==> src/rtl/mcg_pkg.sv <==
// Package for the month calendar grid block: shared types, constants and tables.
// No dependencies; used by every module of the block.
package mcg_pkg;

  localparam int unsigned MCG_QDEPTH = 2;

  localparam int unsigned MONTH_W = 4;
  localparam int unsigned YEAR_W  = 14;
  localparam int unsigned DAY_W   = 5;
  localparam int unsigned WORK_W  = 15;
  localparam int unsigned RECIP_W = 16;
  localparam int unsigned PROD_W  = WORK_W + RECIP_W;

  // Reciprocals for division by 100 (shift 19) and by 7 (shift 18).
  localparam logic [RECIP_W-1:0] RECIP_100 = 16'd5243;
  localparam logic [RECIP_W-1:0] RECIP_7   = 16'd37450;

  localparam logic [WORK_W-1:0] YEAR_SHIFT = 15'd400;
  localparam logic [2:0]        LAST_COL   = 3'd6;

  typedef struct packed {
    logic             bad;
    logic [2:0]       lead;
    logic [DAY_W-1:0] len;
  } mcg_desc_t;

  // floor(31 * m / 12) where m is the month renumbered from March.
  function automatic logic [4:0] month_offset(input logic [MONTH_W-1:0] mon);
    logic [4:0] r;
    begin
      case (mon)
        4'd1:    r = 5'd28;
        4'd2:    r = 5'd31;
        4'd3:    r = 5'd2;
        4'd4:    r = 5'd5;
        4'd5:    r = 5'd7;
        4'd6:    r = 5'd10;
        4'd7:    r = 5'd12;
        4'd8:    r = 5'd15;
        4'd9:    r = 5'd18;
        4'd10:   r = 5'd20;
        4'd11:   r = 5'd23;
        4'd12:   r = 5'd25;
        default: r = 5'd0;
      endcase
      return r;
    end
  endfunction

  function automatic logic [DAY_W-1:0] month_days(input logic [MONTH_W-1:0] mon,
                                                  input logic leap);
    logic [DAY_W-1:0] r;
    begin
      case (mon) inside
        4'd2:                          r = leap ? 5'd29 : 5'd28;
        4'd4, 4'd6, 4'd9, 4'd11:       r = 5'd30;
        default:                       r = 5'd31;
      endcase
      return r;
    end
  endfunction

endpackage

==> src/rtl/mcg_front.sv <==
// Front end of the month calendar grid: accepts a request, classifies the month
// and works out the first weekday and month length. Depends on mcg_pkg.
module mcg_front
  import mcg_pkg::*;
(
  input  logic               clk,
  input  logic               rst,
  input  logic               push,
  output logic               full,
  input  logic [MONTH_W-1:0] month,
  input  logic [YEAR_W-1:0]  year,
  output logic               d_valid,
  input  logic               d_ready,
  output mcg_desc_t          d_data
);

  typedef enum logic [4:0] {
    F_IDLE  = 5'b00001,
    F_DIVY  = 5'b00010,
    F_DIVYR = 5'b00100,
    F_MOD   = 5'b01000,
    F_PUSH  = 5'b10000
  } front_state_t;

  front_state_t state, state_next;

  logic [MONTH_W-1:0] mon;
  logic [YEAR_W-1:0]  yr;
  logic [WORK_W-1:0]  y;
  logic               bad;
  logic [7:0]         q100y;
  logic [7:0]         q100yr;
  logic [WORK_W-1:0]  sum;
  logic [11:0]        q7;
  logic               leap;

  logic [WORK_W-1:0]  mul_a;
  logic [RECIP_W-1:0] mul_b;
  logic [PROD_W-1:0]  prod;
  logic               is_early;
  logic [WORK_W-1:0]  hundreds;
  logic [WORK_W-1:0]  rem7_wide;

  assign is_early = (month == 4'd1) || (month == 4'd2);

  // One shared multiplier; each state picks its operands.
  always_comb begin
    unique case (state)
      F_DIVY:  begin mul_a = y;                              mul_b = RECIP_100; end
      F_DIVYR: begin mul_a = {{(WORK_W-YEAR_W){1'b0}}, yr};  mul_b = RECIP_100; end
      F_MOD:   begin mul_a = sum;                            mul_b = RECIP_7;   end
      default: begin mul_a = '0;                             mul_b = '0;        end
    endcase
  end
  assign prod = PROD_W'(mul_a) * PROD_W'(mul_b);

  assign hundreds  = (WORK_W'(q100yr) << 6) + (WORK_W'(q100yr) << 5) + (WORK_W'(q100yr) << 2);
  assign rem7_wide = sum - ((WORK_W'(q7) << 3) - WORK_W'(q7));

  always_comb begin
    state_next = state;
    unique case (state)
      F_IDLE:  if (push) state_next = ((month == 4'd0) || (month > 4'd12)) ? F_PUSH : F_DIVY;
      F_DIVY:  state_next = F_DIVYR;
      F_DIVYR: state_next = F_MOD;
      F_MOD:   state_next = F_PUSH;
      F_PUSH:  if (d_ready) state_next = F_IDLE;
      default: state_next = F_IDLE;
    endcase
  end

  always_ff @(posedge clk) begin
    if (rst) begin
      state <= F_IDLE;
    end else begin
      state <= state_next;
    end
  end

  always_ff @(posedge clk) begin
    unique case (state)
      F_IDLE: begin
        mon <= month;
        yr  <= year;
        bad <= (month == 4'd0) || (month > 4'd12);
        // Adding 400 years keeps the weekday and avoids negative values.
        y   <= WORK_W'(year) + YEAR_SHIFT - WORK_W'(is_early);
      end
      F_DIVY: begin
        q100y <= prod[26:19];
      end
      F_DIVYR: begin
        q100yr <= prod[26:19];
        sum    <= 15'd1 + y + (y >> 2) - WORK_W'(q100y) + WORK_W'(q100y >> 2)
                  + WORK_W'(month_offset(mon));
      end
      F_MOD: begin
        q7   <= prod[29:18];
        leap <= (yr[1:0] == 2'b00) &&
                ((WORK_W'(yr) != hundreds) || (q100yr[1:0] == 2'b00));
      end
      default: begin
      end
    endcase
  end

  assign full          = (state != F_IDLE);
  assign d_valid       = (state == F_PUSH);
  assign d_data.bad    = bad;
  assign d_data.lead   = bad ? 3'd0 : rem7_wide[2:0];
  assign d_data.len    = month_days(mon, leap);

endmodule

==> src/rtl/mcg_fifo.sv <==
// Small descriptor queue between the front and back ends.
// Depends on mcg_pkg for the descriptor type.
module mcg_fifo
  import mcg_pkg::*;
#(
  parameter int unsigned DEPTH = MCG_QDEPTH
) (
  input  logic      clk,
  input  logic      rst,
  input  logic      wr_valid,
  output logic      wr_ready,
  input  mcg_desc_t wr_data,
  output logic      rd_valid,
  input  logic      rd_ready,
  output mcg_desc_t rd_data
);

  localparam int unsigned PTR_W = (DEPTH > 1) ? $clog2(DEPTH) : 1;
  localparam int unsigned CNT_W = $clog2(DEPTH + 1);

  mcg_desc_t          slots [DEPTH];
  logic [PTR_W-1:0]   wr_ptr, rd_ptr;
  logic [CNT_W-1:0]   count;
  logic               do_wr, do_rd;

  assign wr_ready = (count != CNT_W'(DEPTH));
  assign rd_valid = (count != '0);
  assign do_wr    = wr_valid && wr_ready;
  assign do_rd    = rd_valid && rd_ready;
  assign rd_data  = slots[rd_ptr];

  always_ff @(posedge clk) begin
    if (rst) begin
      wr_ptr <= '0;
      rd_ptr <= '0;
      count  <= '0;
    end else begin
      if (do_wr) begin
        wr_ptr <= (wr_ptr == PTR_W'(DEPTH - 1)) ? '0 : wr_ptr + 1'b1;
      end
      if (do_rd) begin
        rd_ptr <= (rd_ptr == PTR_W'(DEPTH - 1)) ? '0 : rd_ptr + 1'b1;
      end
      if (do_wr && !do_rd) begin
        count <= count + 1'b1;
      end else if (do_rd && !do_wr) begin
        count <= count - 1'b1;
      end
    end
  end

  always_ff @(posedge clk) begin
    if (do_wr) begin
      slots[wr_ptr] <= wr_data;
    end
  end

endmodule

==> src/rtl/mcg_back.sv <==
// Back end of the month calendar grid: turns a descriptor into grid cells,
// one per cycle into an output register while pop keeps it free. Depends on mcg_pkg.
module mcg_back
  import mcg_pkg::*;
(
  input  logic             clk,
  input  logic             rst,
  input  logic             d_valid,
  output logic             d_ready,
  input  mcg_desc_t        d_data,
  output logic             empty,
  input  logic             pop,
  output logic             is_day,
  output logic [DAY_W-1:0] day_number,
  output logic             row_end,
  output logic             last,
  output logic             bad_month
);

  logic             active;
  logic             bad;
  logic [2:0]       lead_left;
  logic [DAY_W-1:0] len;
  logic [DAY_W-1:0] day;
  logic [2:0]       col;
  logic             out_valid;
  logic             slot_free;
  logic             emit;
  logic             col_end;

  assign slot_free = !out_valid || pop;
  assign d_ready   = !active;
  assign emit      = active && slot_free;
  assign col_end   = (col == LAST_COL);
  assign empty     = !out_valid;

  always_ff @(posedge clk) begin
    if (rst) begin
      active    <= 1'b0;
      out_valid <= 1'b0;
    end else begin
      if (d_valid && !active) begin
        active <= 1'b1;
      end else if (emit && (bad || (lead_left == 3'd0 && day == len))) begin
        active <= 1'b0;
      end
      if (emit) begin
        out_valid <= 1'b1;
      end else if (pop) begin
        out_valid <= 1'b0;
      end
    end
  end

  always_ff @(posedge clk) begin
    if (d_valid && !active) begin
      bad       <= d_data.bad;
      lead_left <= d_data.lead;
      len       <= d_data.len;
      day       <= 5'd1;
      col       <= 3'd0;
    end else if (emit) begin
      col <= col_end ? 3'd0 : col + 1'b1;
      if (bad) begin
        is_day     <= 1'b0;
        day_number <= '0;
        row_end    <= 1'b0;
        last       <= 1'b1;
        bad_month  <= 1'b1;
      end else if (lead_left != 3'd0) begin
        // Blank lead-in cell before the first day.
        lead_left  <= lead_left - 1'b1;
        is_day     <= 1'b0;
        day_number <= '0;
        row_end    <= col_end;
        last       <= 1'b0;
        bad_month  <= 1'b0;
      end else begin
        day        <= day + 1'b1;
        is_day     <= 1'b1;
        day_number <= day;
        row_end    <= col_end;
        last       <= (day == len);
        bad_month  <= 1'b0;
      end
    end
  end

endmodule

==> src/rtl/month_calendar_grid_top.sv <==
// Top level of the month calendar grid: front end, descriptor queue, back end.
// Depends on mcg_pkg, mcg_front, mcg_fifo and mcg_back.
//
//   Channel   Handshake        Payload
//   request   push / full      month[3:0], year[13:0]
//   cells     pop / empty      is_day, day_number[4:0], row_end, last, bad_month
//
// After a request is accepted, full stays high while the front end runs the
// divisions by 100 and by 7 through one shared multiplier (skipped for a bad
// month) and while it waits in F_PUSH until the queue takes the descriptor.
// The back end loads a descriptor, then emits one cell per cycle while pop keeps
// its output free: one cell for a bad month, else the lead-in blanks plus the days, up to 37 cells.
// While the back end drains a month, the front end prepares the next request.
// Reset is synchronous and clears the control state; stalls on pop hold the cell.
module month_calendar_grid_top
  import mcg_pkg::*;
#(
  parameter int unsigned QDEPTH = MCG_QDEPTH
) (
  input  logic               clk,
  input  logic               rst,
  input  logic               push,
  output logic               full,
  input  logic [MONTH_W-1:0] month,
  input  logic [YEAR_W-1:0]  year,
  output logic               empty,
  input  logic               pop,
  output logic               is_day,
  output logic [DAY_W-1:0]   day_number,
  output logic               row_end,
  output logic               last,
  output logic               bad_month
);

  logic      f_valid, f_ready;
  mcg_desc_t f_data;
  logic      b_valid, b_ready;
  mcg_desc_t b_data;

  mcg_front u_front (
    .clk     (clk),
    .rst     (rst),
    .push    (push),
    .full    (full),
    .month   (month),
    .year    (year),
    .d_valid (f_valid),
    .d_ready (f_ready),
    .d_data  (f_data)
  );

  mcg_fifo #(
    .DEPTH (QDEPTH)
  ) u_fifo (
    .clk      (clk),
    .rst      (rst),
    .wr_valid (f_valid),
    .wr_ready (f_ready),
    .wr_data  (f_data),
    .rd_valid (b_valid),
    .rd_ready (b_ready),
    .rd_data  (b_data)
  );

  mcg_back u_back (
    .clk        (clk),
    .rst        (rst),
    .d_valid    (b_valid),
    .d_ready    (b_ready),
    .d_data     (b_data),
    .empty      (empty),
    .pop        (pop),
    .is_day     (is_day),
    .day_number (day_number),
    .row_end    (row_end),
    .last       (last),
    .bad_month  (bad_month)
  );

endmodule

==> config.mk <==
export PLATFORM = sky130hd
export DESIGN_NAME = month_calendar_grid_top
export DESIGN_NICKNAME = d
export VERILOG_FILES = /design/src/rtl/mcg_pkg.sv /design/src/rtl/mcg_front.sv /design/src/rtl/mcg_fifo.sv /design/src/rtl/mcg_back.sv /design/src/rtl/month_calendar_grid_top.sv
export SDC_FILE = /design/constraint.sdc
export NUM_CORES = 1
export LEC_CHECK = 0
export ABC_AREA = 1
export BUFFER_PORTS_ARGS = -buffer_cell sky130_fd_sc_hd__buf_2
export CAP_MARGIN = 10
export CORE_AREA = 2 2 182 166
export CTS_BUF_LIST = sky130_fd_sc_hd__clkbuf_16
export DETAILED_ROUTE_END_ITERATION = 8
export DIE_AREA = 0 0 184 168
export GPL_ROUTABILITY_DRIVEN = 0
export PLACE_DENSITY_LB_ADDON = 0.3
export SYNTH_ARGS = -nofsm -noshare
export SYNTH_HDL_FRONTEND = slang
export SYNTH_HIERARCHICAL = 1
export SYNTH_SLANG_ARGS = --single-unit
==> constraint.sdc <==
create_clock -name clk -period 6.7 [get_ports clk]
set_input_delay 0.67 -clock clk [delete_from_list [all_inputs] [get_ports clk]]
set_output_delay 0.67 -clock clk [all_outputs]
set_load 0.03 [all_outputs]
==> reports/results.tsv, run 1 <==
metric	value	unit
status	completed	
required time worst endpoint	6850	ps
Worst Path Arrival	6600	ps
# IOs	33	
Worst-Margin Slew	828	ps
Buf/Inv on CP	7	
top-area cell type share of the netlist area	0.245	
Synth Instances	1356	
synth cell count leaders	inv_1, ha_1, nand2_1, fa_1, edfxtp_1	
NumNets Final	1754	
wire length per cell	15.3	um
insertion delay to the later sink of the worst-skew pair	420	ps
fin crit period	6450	ps
Worst Setup Start Kind	flop	
Detailed Route WL	27700	um
crit end category	flop	
Post-Syn Area	12900	sq um
f_max	155	MHz
area leader, netlist	edfxtp_1	
synth top area cells	edfxtp_1, ha_1, fa_1, inv_1, nand2_1	
pre-CTS WS	55.1	ps
final hold vios	0	
Die ar.	30900	sq um
hold_ws	440	ps
final worst setup slack	252	ps
Max-Cap Viols	0	
Fill cells	2764	
gr ovfl total	0	
Mapped Avg Cell Area	9.48	sq um
antenna viol nets, final	0	
CP peak stage delay	510	ps
via count	9048	
drt pass-1 iters	5	
clock tree sinks	130	
Inserted Clock Buffers	17	
Yosys cell types	59	
register area	3650	sq um
Critical-path top delay cell	fa_1	
register area share after synthesis	0.284	
count of pins over their slew limit	0	
Die X-Extent	184	um
CP Class	reg -> reg	
vias per cell	5.00	
first-pass GRT wire length	44700	um
Layout Utilization	0.486	
Clock Skews	7.98	ps
Total Routing Usage GR	0.186	
row cnt	60	
DRC viols	0	
Root Buffer	clkbuf_16	
final worst path period share	0.962	
pin count of the biggest net entering global routing	39	
critical path peak fanout	11	
initial antenna violation count	0	
HP Class	in -> reg	
Leak	7.47	nW
core area	29300	sq um
most frequent cell after synthesis	inv_1	
Synth warnings	6	
post-detail-place hpwl	23400	um
Async SR Flop Fraction	0	
die height	168	um
share of cells above drive strength 1	0.108	
CTS tree	yes	
top_reg_cell synth	edfxtp_1	
Max-slew headroom	0.446	
Worst VDD drop	0.000470	V
diodes inserted	0	
# H-tree levels	4	
Syn-to-layout area delta	10.7	%
Post-synth EDFFs	105	
area of the multi-input gates	7930	sq um
initial core utilization	0.439	
Iter 0 DRT Violations	544	
Worst-path clk slew	60	ps
CP top delay family	adder cells	
Power Density	314	nW/um^2
Clock Path Buffers	2	
PortBufs	32	
Synth Register Bits	130	
vias in the first global route	8721	
# setup viols final	0	
-- routing by layer --
layer | track usage | up-vias | routed length [um]
li1 | - | 4480 | -
met1 | 0.265 | 4359 | 13200
met2 | 0.296 | 188 | 12900
met3 | 0.0350 | 21 | 1220
met4 | 0.0403 | 0 | 346
met5 | 0 | - | 0
-- cells in the final DEF (no fill, tap or decap), drive strengths merged, types with 25 or more instances in the layout --
cell type and n:
buf 52, nand3 42, a21oi 55, xor2 36, dfxtp 25, inv 347
nand2 191, edfxtp 105, ha 191, nor2 87, o21ai 40, fa 117
-- area by class of cell --
cell class	instances	share of cell area
clock buffers	17	0.0299
clock inverters	15	0.0101
inverters	342	0.0913
multi-input cells	879	0.557
flip-flops and latches	130	0.257
well taps	372	0.0327
repair buffers	53	0.0221
repair inverters	1	0.000352
-- path summary, 6_finish.rpt --
check	start	end	slack, ps	depth (start not counted)
setup / recovery	u_front/state[4]	u_front/q100yr[5]	250	25
hold / removal	year[13]	u_front/yr[13]	440	1
setup reg to reg	u_front/state[4]	u_front/q100yr[5]	250	25
hold reg to reg	u_back/col[2]	u_back/col[2]	460	2
-- through the flow --
step | cell area, sq um | instances | total power, W | TNS, ps
after floorplan | 12900 | 1358 | 0.00302 | 0
after global placement | 13500 | 1764 | 0.00348 | 0
after detailed placement | 13500 | 1764 | 0.00354 | 0
after CTS | 14100 | 1796 | 0.00447 | 0
after global routing | 14200 | 1809 | 0.00485 | -272
final | 14200 | 1809 | 0.00447 | 0
-- cells by family after synthesis --
group / after synthesis / share of synthesized area
compound gates: 144 / 0.0699
xor+xnor: 50 / 0.0346
fa+ha+maj: 308 / 0.368
buf+inv: 349 / 0.105
flops: 130 / 0.284
mux: 10 / 0.00866
other cells: 1 / 0.000292
simple gates: 364 / 0.130
-- flip-flops by register name, indices dropped and copies added, names as in the netlist, 5 cells and up, named ones only --
signal and cells:
u_back/day 5, u_back/day_number 5, u_back/len 5, u_fifo/slots 18
u_front/q100y 8, u_front/q100yr 8, u_front/state 5, u_front/sum 15
u_front/y 15, u_front/yr 14
-- what timing repair did --
action,CTS,global route
resized for setup,0,19
setup buffers,0,12
hold buffers,0,0
endpoints found under the setup margin,0,19
-- where the power goes --
part | total, W | internal, W | switching (W) | leakage, nW
clock network | 0.000889 | 0.000492 | 0.000397 | 0.274
logic | 0.00227 | 0.000868 | 0.00141 | 6.01
registers | 0.00131 | 0.00119 | 0.000120 | 1.19
Power figures use the tool's default switching activity.
==> inputs of run 2 (changes only) <==
ABC_AREA = unset   (was 1)
CORE_AREA = 2 2 176 160   (was 2 2 182 166)
DIE_AREA = 0 0 178 162   (was 0 0 184 168)
RECOVER_POWER = 25   (was unset)
SLEW_MARGIN = 25   (was unset)
==> reports/results.tsv, run 2 <==
metric	value	unit
commonest non-fill, non-tap cells in the layout	inv_1, ha_1, fa_1	
Inserted Clock Buffers	17	
vias per cell	4.98	
pin count of the biggest net entering global routing	37	
PortBufs	32	
Clock Path Buffers	2	
count of pins over their slew limit	0	
Detailed Route WL	25800	um
Worst-path clk slew	60	ps
critical path peak fanout	6	
Iter 0 DRT Violations	456	
# H-tree levels	4	
core area	26900	sq um
CP Class	reg -> reg	
Max-Cap Viols	0	
Mapped Avg Cell Area	10.9	sq um
Cells after DPL	1526	
post-detail-place hpwl	20700	um
switching power total	0.00137	W
# IOs	33	
total power	0.00382	W
internal power	0.00245	W
insertion delay to the later sink of the worst-skew pair	430	ps
commonest non-fill, non-tap cell in the layout	inv_1	
HP Class	in -> reg	
area leader, netlist	edfxtp_1	
wire length per cell	16.2	um
Synth Instances	1101	
Root Buffer	clkbuf_16	
via count	7938	
Leak	7.12	nW
Placed Area	13000	sq um
final hold vios	0	
share of cells above drive strength 1	0.205	
Clock power frac	0.245	
first-pass GRT wire length	41400	um
Worst Setup Start Kind	flop	
NumNets Final	1558	
synth cell count leaders	inv_1, ha_1, fa_1, edfxtp_1, nand2_1	
fin crit period	6570	ps
Power Density	264	nW/um^2
register area share after synthesis	0.304	
Syn-to-layout area delta	20.4	%
top_reg_cell synth	edfxtp_1	
# setup viols final	0	
Final Non-Filler Cells	1595	
initial core utilization	0.447	
CTS tree	yes	
final worst setup slack	129	ps
f_max	152	MHz
die height	162	um
final instance area	14500	sq um
Total Routing Usage GR	0.187	
Worst Path Arrival	6730	ps
vias in the first global route	8256	
initial antenna violation count	0	
most frequent cell after synthesis	inv_1	
drt pass-1 iters	5	
Synth warnings	6	
clock tree sinks	130	
top-area cell type share of the netlist area	0.263	
Die ar.	28800	sq um
antenna viol nets, final	0	
Die X-Extent	178	um
top flop regs	u_fifo/slots (18), u_front/sum (15), u_front/y (15)	
row cnt	57	
Flop pwr share	0.324	
max reg flops	18	
diodes inserted	0	
Max-slew headroom	0.391	
Sw Share	0.359	
Comb power frac	0.431	
status	completed	
pre-CTS WS	-135	ps
synth top area cells	edfxtp_1, ha_1, fa_1, inv_1, dfxtp_1	
Worst-Margin Slew	891	ps
Hold-fix buffers, CTS	0	
Worst VDD drop	0.000132	V
RSZ-0062 raised after global routing	true	
gr ovfl total	0	
crit end category	flop	
Top reg by flops	u_fifo/slots	
Synth Register Bits	130	
final worst path period share	0.981	
Clock Skews	16.3	ps
Post-synth EDFFs	105	
required time worst endpoint	6860	ps
Yosys cell types	70	
Layout Utilization	0.538	
Async SR Flop Fraction	0	
DRC viols	0	
Post-Syn Area	12000	sq um
==> run 2: worst paths after layout <==
kind,startpoint,endpoint,slack [ps],depth (start not counted)
setup / recovery,u_front/state[1],u_front/q100y[7],130,23
hold / removal,year[0],u_front/yr[0],460,1
setup reg to reg,u_front/state[1],u_front/q100y[7],130,23
hold reg to reg,u_fifo/rd_ptr,flop,520,2
==> run 2: timing repair <==
action	in CTS	in global routing
endpoints found under the setup margin	7	11
setup buffers	14	23
pin swaps	24	79
gates resized for setup	43	99
endpoints found under the hold margin	0	0
==> run 2: per-stage QoR <==
stage          setup TNS (ps)  hold slack, ps
3_5_place_dp             -491             494
2_1_floorplan               0             456
5_1_grt                  -224             465
4_1_cts                     0             431
6_report                    0             459
3_3_place_gp                0             488
==> run 2: cells by family (layout without fill, tap and decap cells) <==
logic type,Yosys count,after routing,synth area share
muxes,16,16,0.0154
adders and majority gates,308,308,0.394
xor gates and xnor gates,68,68,0.0496
and+or+nand+nor,198,198,0.0872
buffers and inverters,256,394,0.0815
other,1,3,0.000312
AOI/OAI and AO/OA,124,124,0.0676
DFF,130,130,0.304
==> run 2: per-layer routing <==
| metal | share of wire | wire (um) | global-route usage |
|---|---|---|---|
| met1 | 0.47 | 12100 | 0.256 |
| met2 | 0.48 | 12500 | 0.310 |
| met3 | 0.030 | 780 | 0.0260 |
| met4 | 0.014 | 361 | 0.0518 |
| met5 | 0 | 0 | 0 |
==> run 2: layout make-up <==
class	count	area, sq um
multi-input cells	717	7960
inverters	243	917
repair buffers	119	885
flip-flops and latches	130	3660
well taps	354	443
clock inverters	15	169
fillers	2282	12400
clock buffers	17	425
==> run 2: critical path: stages (launching register included) <==
cell      delay [ps]
dfxtp_2          320
or3_4            400
buf_6            130
nor3_4           110
buf_6            150
buf_6            140
buf_4            120
and2_4           130
or2_4            130
fa_1             430
fa_1             520
fa_1             440
fa_1             520
fa_2             600
ha_4             220
ha_4             250
o21a_1           180
a21oi_2          180
o311ai_4         130
o41a_1           390
a211o_1          310
a21o_1           220
a21oi_2          180
xnor2_2          110
==> run 2: power groups by stage <==
| stage | clock (W) | sequential, W | combinational (W) |
|---|---|---|---|
| 6_report | 0.000936 | 0.00123 | 0.00164 |
| 4_1_cts | 0.000951 | 0.00123 | 0.00163 |
| 3_3_place_gp | 0 | 0.00124 | 0.00157 |
| 2_1_floorplan | 0 | 0.00123 | 0.00124 |
| 5_1_grt | 0.000984 | 0.00125 | 0.00187 |
| 3_5_place_dp | 0 | 0.00125 | 0.00159 |
==> inputs of run 3 (changes only) <==
CORE_AREA = 2 2 159 146   (was 2 2 176 160)
DIE_AREA = 0 0 161 148   (was 0 0 178 162)
MAX_ROUTING_LAYER = met4   (was unset)
==> reports/results.tsv, run 3 (synthesis gave the netlist of run 2 again) <==
metric	value	unit
Die ar.	23800	sq um
count of pins over their slew limit	0	
Syn-to-layout area delta	17.2	%
Clock power frac	0.245	
Sw Share	0.366	
fin crit period	6630	ps
first-pass GRT wire length	39400	um
antenna viol nets, final	0	
NumNets Final	1538	
commonest non-fill, non-tap cell in the layout	inv_1	
Max-Cap Viols	0	
M3 GR Usage	0.0303	
Hold Path Depth	1	
Max-slew headroom	0.196	
GR Layer Usage met2	0.342	
CP Class	reg -> reg	
drt pass-1 iters	5	
Flop pwr share	0.324	
Worst Setup Start Kind	flop	
insertion delay to the later sink of the worst-skew pair	420	ps
internal power	0.00241	W
Worst VDD drop	0.000197	V
initial core utilization	0.543	
# IOs	33	
Root Buffer	clkbuf_16	
Leak	6.99	nW
Critical-path top delay cell	fa_1	
Detailed Route WL	24600	um
initial antenna violation count	0	
Clock Path Buffers	2	
diodes inserted	0	
status	completed	
FF-to-FF path depth	25	
crit end category	flop	
RSZ-0062 raised after global routing	true	
Inserted Clock Buffers	17	
Worst-Margin Slew	1180	ps
core area	22100	sq um
Top reg by flops	u_fifo/slots	
# setup viols final	0	
CTS tree	yes	
share of cells above drive strength 1	0.175	
Hold-fix buffers, CTS	0	
Total Routing Usage GR	0.218	
HP Class	in -> reg	
worst r2r dst	u_front/q100yr[7]	
DRC viols	0	
gr ovfl total	0	
pin count of the biggest net entering global routing	36	
final setup TNS	0	ps
global routing's busiest layer	met2	
CP peak stage delay	550	ps
CP dominant cell by count	fa_1	
final hold vios	0	
Die X-Extent	161	um
Placed Area	12900	sq um
PortBufs	32	
top flop regs	u_fifo/slots (18), u_front/sum (15), u_front/y (15)	
wire length per cell	16.2	um
commonest non-fill, non-tap cells in the layout	inv_1, ha_1, fa_1	
via count	7858	
M1 GR Usage	0.302	
Clock Skews	19.0	ps
vias per cell	5.18	
Comb power frac	0.431	
die height	148	um
f_max	151	MHz
Worst-path clk slew	60	ps
vias in the first global route	8053	
max reg flops	18	
final instance area	14100	sq um
min-delay src	year[7]	
required time worst endpoint	6850	ps
clock tree sinks	130	
Worst Path Arrival	6780	ps
switching power total	0.00139	W
post-detail-place hpwl	19600	um
FF-to-FF setup slack	70	ps
# H-tree levels	4	
critical path peak fanout	6	
Worst R2R Start	u_front/state[0]	
Power Density	270	nW/um^2
Hold Path Sink	u_front/yr[7]	
Iter 0 DRT Violations	381	
final worst path period share	0.990	
row cnt	52	
-- run 3: changes by cell type in the layout (fill, tap and decap cells not counted), moves of 4 or more --
cell     change
inv_2        -9
ha_4         -5
buf_4       -14
buf_6        -6
nand2_1      +7
inv_1        +6
ha_1         +5
inv_6        +4
nand2_2      -5
-- run 3: through the flow --
stage / cells / hold slack [ps] / utilization / total power (W) / setup slack, ps
2_1_floorplan: 1103 / 456 / - / 0.00247 / 5.09
3_3_place_gp: 1466 / 489 / 0.582 / 0.00278 / 67.2
3_5_place_dp: 1466 / 502 / 0.582 / 0.00282 / -92.7
4_1_cts: 1501 / 434 / 0.611 / 0.00379 / 8.00
5_1_grt: 1518 / 468 / 0.636 / 0.00410 / -176
6_report: 1518 / 458 / 0.636 / 0.00381 / 66.4
-- run 3: worst max-delay path by stage --
stage                         to              from  slack (ps)
2_1_floorplan   u_front/q100y[7]  u_front/state[2]           5
3_3_place_gp    u_front/q100y[7]  u_front/state[0]          70
3_5_place_dp    u_front/q100y[7]  u_front/state[0]         -90
4_1_cts        u_front/q100yr[7]  u_front/state[0]           8
5_1_grt        u_front/q100yr[7]  u_front/state[0]        -180
6_report       u_front/q100yr[7]  u_front/state[0]          70
-- run 3: final cells by class --
cell class / instances / area [sq um]
timing repair buffer: 99 / 712
multi-input combinational: 717 / 7830
fill: 1727 / 8050
inverter: 243 / 917
sequential: 130 / 3650
clock inverter: 15 / 169
clock buffer: 17 / 425
tap: 297 / 372
-- run 3: what timing repair did --
action	in CTS	in global routing
setup buffers	3	16
cloned	0	1
pin swaps	2	37
endpoints found under the setup margin	5	16
hold endpoints to repair	0	0
gates resized for setup	9	89
-- run 3: power groups by stage --
| stage | clock (W) | combinational (W) | sequential, W |
|---|---|---|---|
| 2_1_floorplan | 0 | 0.00124 | 0.00123 |
| 6_report | 0.000934 | 0.00164 | 0.00123 |
| 5_1_grt | 0.000986 | 0.00186 | 0.00125 |
| 4_1_cts | 0.000949 | 0.00160 | 0.00123 |
| 3_3_place_gp | 0 | 0.00154 | 0.00124 |
| 3_5_place_dp | 0 | 0.00157 | 0.00125 |
-- run 3: metal layers --
layer	up-vias	routed length (um)	share of wire
li1	3852	-	-
met1	3823	11600	0.47
met2	156	11600	0.47
met3	27	831	0.034
met4	0	453	0.018
met5	-	0	0
-- run 3: worst max-delay path: cells and delay by family (launching register included) --
kind	cells	cell delay, ps
xor+xnor	1	100
simple gates	4	820
compound gates	8	1490
buf+inv	5	540
fa+ha+maj	7	3090
flops	1	320
